<file path="src/hdl/nearest_resize_address_gen_macros.svh">
// Assertion macros for the resize address generator.
// Both expect clk and rst_n in scope at the point of use.
`ifndef NEAREST_RESIZE_ADDRESS_GEN_MACROS_SVH
`define NEAREST_RESIZE_ADDRESS_GEN_MACROS_SVH

`ifndef SYNTHESIS

// ante implies cons in the same cycle
`define NRA_ASSERT_IMP(name, ante, cons) \
    name: assert property (@(posedge clk) disable iff (!rst_n) (ante) |-> (cons)) \
        else $error("nra: same-cycle check failed");

// ante implies cons in the next cycle
`define NRA_ASSERT_NEXT(name, ante, cons) \
    name: assert property (@(posedge clk) disable iff (!rst_n) (ante) |=> (cons)) \
        else $error("nra: next-cycle check failed");

`else

`define NRA_ASSERT_IMP(name, ante, cons)
`define NRA_ASSERT_NEXT(name, ante, cons)

`endif

`endif

</file>
<file path="src/hdl/nra_pkg.sv">
package nra_pkg;

    // default limits for the top-level parameters
    localparam int unsigned MAX_DIM_DEF      = 4096;
    localparam int unsigned MAX_CHANNELS_DEF = 16;

    // register port
    localparam int unsigned DATA_W    = 32;
    localparam int unsigned PADDR_W   = 5;
    localparam int unsigned REG_SEL_W = 3;

    // field widths
    localparam int unsigned ADDR_W       = 32;
    localparam int unsigned DIM_W        = 13;
    localparam int unsigned NCH_W        = 5;
    localparam int unsigned STRIDE_REG_W = 17;
    localparam int unsigned MODE_W       = 2;
    localparam int unsigned CIDX_W       = 4;
    localparam int unsigned COORD_W      = 12;
    localparam int unsigned OFS_W        = 28;

    // derived datapath widths
    localparam int unsigned NUM_W   = COORD_W + DIM_W;   // index * size
    localparam int unsigned QUO_W   = DIM_W;             // quotient bits kept
    localparam int unsigned CMP_W   = NUM_W + 1;         // compare width in divider
    localparam int unsigned PITCH_W = DIM_W + NCH_W;     // width * channels
    localparam int unsigned AREA_W  = 2 * DIM_W;         // size * size

    // mode bits
    localparam int unsigned MODE_TRANSPOSE = 0;
    localparam int unsigned MODE_LOCK      = 1;

    typedef enum logic [REG_SEL_W-1:0] {
        REG_SRC_BASE,
        REG_SRC_WIDTH,
        REG_SRC_HEIGHT,
        REG_DST_WIDTH,
        REG_DST_HEIGHT,
        REG_NUM_CHANNELS,
        REG_ROW_STRIDE,
        REG_MODE
    } reg_sel_t;

    typedef struct packed {
        logic [ADDR_W-1:0]       src_base;
        logic [DIM_W-1:0]        src_width;
        logic [DIM_W-1:0]        src_height;
        logic [DIM_W-1:0]        dst_width;
        logic [DIM_W-1:0]        dst_height;
        logic [NCH_W-1:0]        num_channels;
        logic [STRIDE_REG_W-1:0] row_stride;
        logic [MODE_W-1:0]       mode;
    } cfg_t;

    localparam cfg_t CFG_RESET = '{
        src_base:     '0,
        src_width:    DIM_W'(1),
        src_height:   DIM_W'(1),
        dst_width:    DIM_W'(1),
        dst_height:   DIM_W'(1),
        num_channels: NCH_W'(1),
        row_stride:   '0,
        mode:         '0
    };

    typedef struct packed {
        logic [CIDX_W-1:0]  chan_index;
        logic [COORD_W-1:0] out_row;
        logic [COORD_W-1:0] out_col;
    } item_t;

    typedef struct packed {
        logic [ADDR_W-1:0] src_address;
        logic [OFS_W-1:0]  dst_offset;
        logic              valid_res;
    } result_t;

    // fields that ride along with the divider
    typedef struct packed {
        logic [CIDX_W-1:0]  chan;
        logic [OFS_W-1:0]   dst_offset;
        logic [PITCH_W-1:0] pitch;
        logic               ok;
    } side_t;

    // one divider stage: vertical (h) and horizontal (w) lanes
    typedef struct packed {
        logic [NUM_W-1:0] rem_h;
        logic [NUM_W-1:0] rem_w;
        logic [DIM_W-1:0] den_h;
        logic [DIM_W-1:0] den_w;
        logic [QUO_W-1:0] quo_h;
        logic [QUO_W-1:0] quo_w;
        logic             ovf;
        side_t            side;
    } div_t;

endpackage

</file>
<file path="src/hdl/nra_cfg.sv">
module nra_cfg (
    input  logic                          clk,
    input  logic                          rst_n,
    input  logic                          psel,
    input  logic                          penable,
    input  logic                          pwrite,
    input  logic [nra_pkg::PADDR_W-1:0]   paddr,
    input  logic [nra_pkg::DATA_W-1:0]    pwdata,
    output logic [nra_pkg::DATA_W-1:0]    prdata,
    output logic                          pready,
    output nra_pkg::cfg_t                 cfg
);

    nra_pkg::cfg_t    cfg_reg;
    nra_pkg::cfg_t    cfg_next;
    nra_pkg::reg_sel_t sel;
    logic             wr_en;

    assign pready = 1'b1;
    assign sel    = nra_pkg::reg_sel_t'(paddr[nra_pkg::PADDR_W-1:2]);
    assign wr_en  = psel && penable && pwrite && pready;
    assign cfg    = cfg_reg;

    // register write decode
    always_comb
    begin
        cfg_next = cfg_reg;
        if (wr_en)
        begin
            case (sel)
                nra_pkg::REG_SRC_BASE:
                    cfg_next.src_base = pwdata[nra_pkg::ADDR_W-1:0];
                nra_pkg::REG_SRC_WIDTH:
                    cfg_next.src_width = pwdata[nra_pkg::DIM_W-1:0];
                nra_pkg::REG_SRC_HEIGHT:
                    cfg_next.src_height = pwdata[nra_pkg::DIM_W-1:0];
                nra_pkg::REG_DST_WIDTH:
                    cfg_next.dst_width = pwdata[nra_pkg::DIM_W-1:0];
                nra_pkg::REG_DST_HEIGHT:
                    cfg_next.dst_height = pwdata[nra_pkg::DIM_W-1:0];
                nra_pkg::REG_NUM_CHANNELS:
                    cfg_next.num_channels = pwdata[nra_pkg::NCH_W-1:0];
                nra_pkg::REG_ROW_STRIDE:
                    cfg_next.row_stride = pwdata[nra_pkg::STRIDE_REG_W-1:0];
                nra_pkg::REG_MODE:
                    cfg_next.mode = pwdata[nra_pkg::MODE_W-1:0];
                default:
                    cfg_next = cfg_reg;
            endcase
        end
    end

    always_ff @(posedge clk or negedge rst_n)
    begin
        if (!rst_n)
        begin
            cfg_reg <= nra_pkg::CFG_RESET;
        end
        else
        begin
            cfg_reg <= cfg_next;
        end
    end

    // readback
    always_comb
    begin
        case (sel)
            nra_pkg::REG_SRC_BASE:
                prdata = nra_pkg::DATA_W'(cfg_reg.src_base);
            nra_pkg::REG_SRC_WIDTH:
                prdata = nra_pkg::DATA_W'(cfg_reg.src_width);
            nra_pkg::REG_SRC_HEIGHT:
                prdata = nra_pkg::DATA_W'(cfg_reg.src_height);
            nra_pkg::REG_DST_WIDTH:
                prdata = nra_pkg::DATA_W'(cfg_reg.dst_width);
            nra_pkg::REG_DST_HEIGHT:
                prdata = nra_pkg::DATA_W'(cfg_reg.dst_height);
            nra_pkg::REG_NUM_CHANNELS:
                prdata = nra_pkg::DATA_W'(cfg_reg.num_channels);
            nra_pkg::REG_ROW_STRIDE:
                prdata = nra_pkg::DATA_W'(cfg_reg.row_stride);
            nra_pkg::REG_MODE:
                prdata = nra_pkg::DATA_W'(cfg_reg.mode);
            default:
                prdata = '0;
        endcase
    end

endmodule

</file>
<file path="config.mk">
export PLATFORM = sky130hd
export DESIGN_NAME = nra_cfg
export DESIGN_NICKNAME = d
export VERILOG_FILES = /design/src/hdl/nearest_resize_address_gen_macros.svh /design/src/hdl/nra_pkg.sv /design/src/hdl/nra_cfg.sv
export SDC_FILE = /design/constraint.sdc
export NUM_CORES = 1
export LEC_CHECK = 0
export BUFFER_PORTS_ARGS = -buffer_cell sky130_fd_sc_hd__buf_2
export CORE_AREA = 2 2 112 136
export CTS_CLUSTER_SIZE = 12
export DETAILED_ROUTE_END_ITERATION = 8
export DIE_AREA = 0 0 114 138
export PLACE_DENSITY = 0.55
export SLEW_MARGIN = 20
export SYNTH_ARGS = -nofsm -noshare
export SYNTH_HDL_FRONTEND = slang
export SYNTH_SLANG_ARGS = --single-unit
</file>
<file path="constraint.sdc">
create_clock -name clk -period 5.8 [get_ports clk]
set_input_delay 1.45 -clock clk [delete_from_list [all_inputs] [get_ports clk]]
set_output_delay 1.45 -clock clk [all_outputs]
set_load 0.02 [all_outputs]
</file>
=== Word-level counts from Yosys, hierarchy flattened ===
Cells that the tools add are included.

* Equality and inequality tests: 7
* Mux-type cells: 1
* Reductions and logical operators: 11

{| class="wikitable"
|+ Operators with widths
! operator !! number
|-
| one-hot mux 32 bit (8 select lines) || 1
|-
| AND reduction 2 bit || 8
|-
| equality test 3 bit, second input constant || 4
|-
| equality test 3 x 2 -> 1 bit, second input constant || 2
|-
| equality test 3 x 1 -> 1 bit, second input constant || 1
|-
| logical NOT 3 bit || 1
|-
| logical AND 1 bit || 2
|}

* Flip-flop bits (word level): 108
* Bits of input ports: 42
* Output and inout bits: 141
* Logic and storage cells: 27

=== Longest topological paths before layout ===
Gate-level depths: netlist (run 1).

* Word-level depth: 3
* Depth in mapped cells: 5

=== Least setup slack after synthesis (run 1) ===
Ideal clock, no wire load.

* Path type: input -> output
* Start point: in paddr[3] (netlist bit)
* End point: out prdata[4] (netlist bit)
* Arrival time: 2653 ps
* Data required time: 4350 ps
* Slack: 1697 ps
* Stages: 5
* Buffers on the path: 2
* Cells stage by stage: buf_2 > inv_2 > clkbuf_1 > a221oi_1 > a211oi_1

* Longest elaborated chain between the ends: 2

{| class="wikitable"
|+ Ends and longest elaborated chain
! item !! line !! text
|-
| from (decl) || nra_cfg.sv:7 || <nowiki>input logic [nra_pkg::PADDR_W-1:0] paddr,</nowiki>
|-
| equality test 3 bit, or another cell as far along || nra_cfg.sv:68 || <nowiki>case (sel)</nowiki>
|-
| one-hot mux 32 bit (8 select lines) * || nra_cfg.sv:68 ||
|-
| to (decl) || nra_cfg.sv:9 || <nowiki>output logic [nra_pkg::DATA_W-1:0] prdata,</nowiki>
|}

Every way passes the cells marked *; elsewhere a longest branch is shown, timed or not.

=== Worst setup path in the final report (run 1) ===
* Start point: in paddr[2] (netlist bit)
* End point: out prdata[6] (netlist bit)

Same word-level chain as after synthesis.

==> flow_summary.ini, run 1 <==
[status]
status = finished, final reports clean

[clocking]
clock-root-buffer = clkbuf_16
htree_levels = 3
clock_latency_ps = 360
clock_path_buffers = 2
cts.clk_slew.worst_paths_ps = 60
cts_tree = done
holdBufCountCts = 0
cts-resized-gates = 0
cts_setup_buffers = 0
cts_sinks = 108
numCtsBuffers = 9

[sta]
period_needed_ps = 4770
fin_tns_setup_ps = 0
fmax_mhz = 210
hold_viol = 0
holdWs_ps = 505
worst_pin_slew_ps = 965
finalCritPeriodShare_pct = 82.3
slew_headroom_pct = 35.6
rsz0062_at_grt = false
fin_skew_ps = 0
finalSetupViolations = 0
drv_slew = 0

[critical_path]
rrSetupSlack_ps = 5000
crit_type = in -> out
r2r_start = cfg[29]
end_kind = output port
startpoint_type = input pin
r2r_end = cfg[29]
crit_required_ps = 4350
cp_max_fo = 39
reg2reg_depth = 1
arrival_ps = 3320

[power]
p_sw_w = 0.000780
seqPwrFrac_pct = 45.0
pwr-share-clk_pct = 25.4
p_int_w = 0.00148
ir_drop_mv = 0.169
power_density_nw_per_um2 = 361
combinationalPowerShare_pct = 29.6
leakagePower_nw = 3.18
swShare_pct = 34.5

[yosys]
ys_ff_latch = 108
syn-num-nets = 404
syn_avg_cell_area_um2 = 13.7
syn_area_um2 = 4970
netlist_instances = 362
ys_seq_area_share_pct = 54.5
yosysTopAreaCell = dfrtp_1
yosys_warnings = 0
synthDistinctLibCells = 35
synth_top_cells_by_area = dfrtp_1 (52%), mux2_2 (26%), mux2_1 (2.9%)
yosys.area.top_type_share_pct = 51.9

[min_path]
hold-path-endpoint = cfg[28]
hold_depth = 1
min_from = cfg[28]
hold_path_class = reg -> reg

[finish]
mostFrequentLayoutCell = buf_2
area_growth_pct = 26.2
final_cell_mix = buf_2 (178), mux2_2 (114), dfrtp_1 (103)
largest_reg_flops = 108
final_nets = 575
drive_gt1_share_pct = 60.4
antenna_cells = 0
stdcell_count = 716
stdcell_area_um2 = 6270
fin_util_pct = 43.0

[placed_design]
place_congestion = 0.796
placed_area_um2 = 6010
port_buffers = 179
dp_hpwl_mm = 9.78
post-place-cells = 700

[floorplan]
num_rows = 49
fp.dieH_um = 138
start_util_pct = 34.0
core-area_um2 = 14600
dieArea_um2 = 15700
num_io_pins = 183
die_width_um = 114

[grt]
grt_use_total_pct = 17.8
grt_overflow = 0
grt_max_degree = 69
antenna_found_initial = 0
grt_pass1_vias = 3821
grt_pass1_wl_mm = 21.4

[drt]
ant_nets = 0
wl_per_cell_um = 19.5
dr_total_vias = 3677
first_pass_iters = 4
drc = 0
wl_mm = 13.9
dr.first_iter.drc_count = 140
vias_per_cell = 5.14

[run]
maxCapViolCount = 0
[layer usage]
metal	track usage, %	share of wire, %
met5	0	0
met1	21.6	42
met2	30.0	49
met3	4.38	6.3
met4	7.57	2.6
[through the flow]
step           total power [W]  setup slack [ps]
2_1_floorplan          0.00143              1700
3_3_place_gp           0.00170              1030
3_5_place_dp           0.00171              1010
4_1_cts                0.00229              1010
5_1_grt                0.00237               856
6_report               0.00226              1030
[final cells by class]
cell class / instances / area, um^2
well taps: 178 / 223
fillers: 1435 / 8320
clock buffers: 14 / 254
repair buffers: 182 / 921
multi-input cells: 229 / 2140
flip-flops and latches: 108 / 2710
clock inverters: 2 / 10.0
inverters: 3 / 11.3
[cell families (layout without fill, tap and decap cells)]
kind of cell / count (synthesis) / after routing / share of synthesized area [%]
AO/OA/AOI/OAI: 36 / 36 / 5.44
buffers and inverters: 25 / 201 / 2.70
flip-flops: 108 / 108 / 54.5
multiplexers: 131 / 131 / 30.1
other: 1 / 1 / 0.0755
AND/OR/NAND/NOR: 61 / 61 / 7.15
[worst max-delay path by stage]
stage / start / endpoint / slack (ps) / depth (start not counted)
finish: paddr[2] / prdata[6] / 1030 / 5
floorplan: paddr[3] / prdata[4] / 1700 / 5
detailed placement: paddr[2] / prdata[6] / 1010 / 5
global placement: paddr[2] / prdata[6] / 1030 / 5
CTS: paddr[2] / prdata[6] / 1010 / 5
global route: paddr[2] / prdata[6] / 860 / 5
[critical path, cell delays in order]
cell      delay (ps)
buf_2            400
nor2b_1          880
a221oi_1         210
a31oi_1          180
buf_2            190
[Yosys cell counts]
| cell | n |
|---|---|
| a211oi_1 | 3 |
| a21oi_1 | 1 |
| a221oi_1 | 12 |
| a22oi_1 | 6 |
| a31oi_1 | 3 |
| and2_1 | 16 |
| and3b_1 | 4 |
| buf_2 | 8 |
| buf_4 | 8 |
| clkbuf_1 | 6 |
| clkinv_1 | 1 |
| conb_1 | 1 |
| dfrtp_1 | 103 |
| dfstp_2 | 5 |
| inv_1 | 1 |
| inv_2 | 1 |
| mux2_1 | 13 |
| mux2_2 | 114 |
| mux2i_1 | 2 |
| mux4_2 | 2 |
| nand2_1 | 7 |
| nand2b_1 | 3 |
| nand4_1 | 1 |
| nand4b_4 | 1 |
| nor2_1 | 21 |
| nor2_2 | 1 |
| nor2_4 | 1 |
| nor2b_1 | 2 |
| nor3_2 | 3 |
| o21ai_0 | 4 |
| o221a_2 | 1 |
| o221ai_1 | 1 |
| o22a_1 | 1 |
| o22ai_1 | 4 |
| or3_1 | 1 |
[power groups by stage]
stage	logic [W]	clock network [W]	registers (W)
6_report	0.000669	0.000575	0.00102
5_1_grt	0.000716	0.000616	0.00104
4_1_cts	0.000680	0.000591	0.00102
3_5_place_dp	0.000678	0	0.00104
3_3_place_gp	0.000671	0	0.00103
2_1_floorplan	0.000238	0	0.00120
No activity file was read; power rests on OpenSTA's default activity.
==> run 2: changes to the inputs <==
==> constraint.sdc (replaced) <==
create_clock -name clk -period 4.45 [get_ports clk]
set_input_delay 1.1125 -clock clk [delete_from_list [all_inputs] [get_ports clk]]
set_output_delay 1.1125 -clock clk [all_outputs]
set_load 0.02 [all_outputs]
==> flow_summary.ini, run 2 (synthesis results as in run 1) <==
[floorplan]
fp.dieH_um = 138
num_io_pins = 183
start_util_pct = 34.0
dieArea_um2 = 15700
core-area_um2 = 14600
die_width_um = 114
num_rows = 49

[critical_path]
end_kind = output port
arrival_ps = 2860
startpoint_type = input pin
crit_slowest_cell = nor2b_1
crit_top_cell = buf_2
crit_type = in -> out
max_stage_delay_ps = 850
crit_required_ps = 3340
path_cells = buf_2 -> nor2b_1 -> a221oi_1 -> a31oi_1 -> buf_2
critPathBufInv = 2
cp_max_fo = 25
cp_top_family = simple AND/OR/NAND/NOR gates
reg2reg_depth = 1
worst-path-stages = 5

[power]
power_density_nw_per_um2 = 468
leakagePower_nw = 3.22
ir_drop_mv = 0.226
power_w = 0.00297

[clocking]
cts.clk_slew.worst_paths_ps = 70
clock_path_buffers = 2
htree_levels = 3
cts_tree = done
clock-root-buffer = clkbuf_16
cts_sinks = 108
cts-resized-gates = 0
numCtsBuffers = 9
holdBufCountCts = 0
clock_latency_ps = 340
cts_setup_buffers = 0

[sta]
rsz0062_at_grt = false
finalCritPeriodShare_pct = 89.4
hold_viol = 0
fin_tns_setup_ps = 0
drv_slew = 0
holdWs_ps = 506
period_needed_ps = 3980
worst_pin_slew_ps = 986
fmax_mhz = 251
finalSetupViolations = 0
fin_skew_ps = 0
final.setup.worst_slack_ps = 474
slew_headroom_pct = 34.1

[grt]
grt_pass1_wl_mm = 21.7
grt_max_degree = 81
antenna_found_initial = 1
grt_overflow = 0
grt_pass1_vias = 3747
grt_use_total_pct = 18.1

[finish]
register_area_um2 = 2710
mostFrequentLayoutCell = buf_2
final.fill_count = 1422
fin_util_pct = 43.4
area_growth_pct = 27.6
drive_gt1_share_pct = 60.7
multi_input_area_um2 = 2140
final_cell_mix = buf_2 (178), mux2_2 (114), dfrtp_1 (103)
largest_reg_flops = 108
final_nets = 582

[min_path]
hold_depth = 1
hold_path_class = reg -> reg

[drt]
ant_nets = 0
dr.first_iter.drc_count = 97
wl_per_cell_um = 19.6
first_pass_iters = 4
dr_total_vias = 3640
drc = 0
vias_per_cell = 5.03
wl_mm = 14.2

[placed_design]
dp_hpwl_mm = 10.2
port_buffers = 179
post-place-ws_ps = 456
place_congestion = 0.819

[run]
maxCapViolCount = 0

[status]
status = finished, final reports clean
==> run 2: cell count changes in the layout (fill, tap and decap cells not counted) <==
cell      before  now
buf_4          4   10
clkinv_2       2    0
buf_6          0    1
diode_2        0    1
clkbuf_1       4    5
clkbuf_8       1    2
==> run 2: worst paths after layout <==
kind	end	start	slack, ps
max	prdata[6]	paddr[2]	470
max in group asynchronous	cfg[26]	rst_n	2750
max reg2reg	cfg[35]	cfg[35]	3630
min	cfg[95]	cfg[95]	510
min in group asynchronous	cfg[102]	rst_n	770
min reg2reg	cfg[95]	cfg[95]	510
==> run 2: report_power, final <==
part           switching, W  total, W  internal, W
Sequential         0.000147   0.00133      0.00118
Combinational      0.000516  0.000877     0.000362
Clock              0.000348  0.000760     0.000412
Total               0.00101   0.00297      0.00195
==> run 2: area by class of cell <==
class                   count  area share (%)
flip-flops and latches    108            42.8
multi-input cells         229            33.8
repair buffers            189            15.4
clock buffers              16            4.29
well taps                 178            3.52
inverters                   3           0.178
diodes                      1          0.0395
==> run 2: routing by layer <==
metal	track usage (%)	routed length, um
met2	31.4	7250
met3	5.13	824
met4	4.81	132
met1	22.1	5950
met5	0	0
==> run 2: stage by stage <==
step | cell area (um^2) | instances
finish | 6340 | 724
global placement | 6060 | 707
floorplan | 4970 | 362
detailed placement | 6060 | 707
CTS | 6330 | 723
global route | 6340 | 724
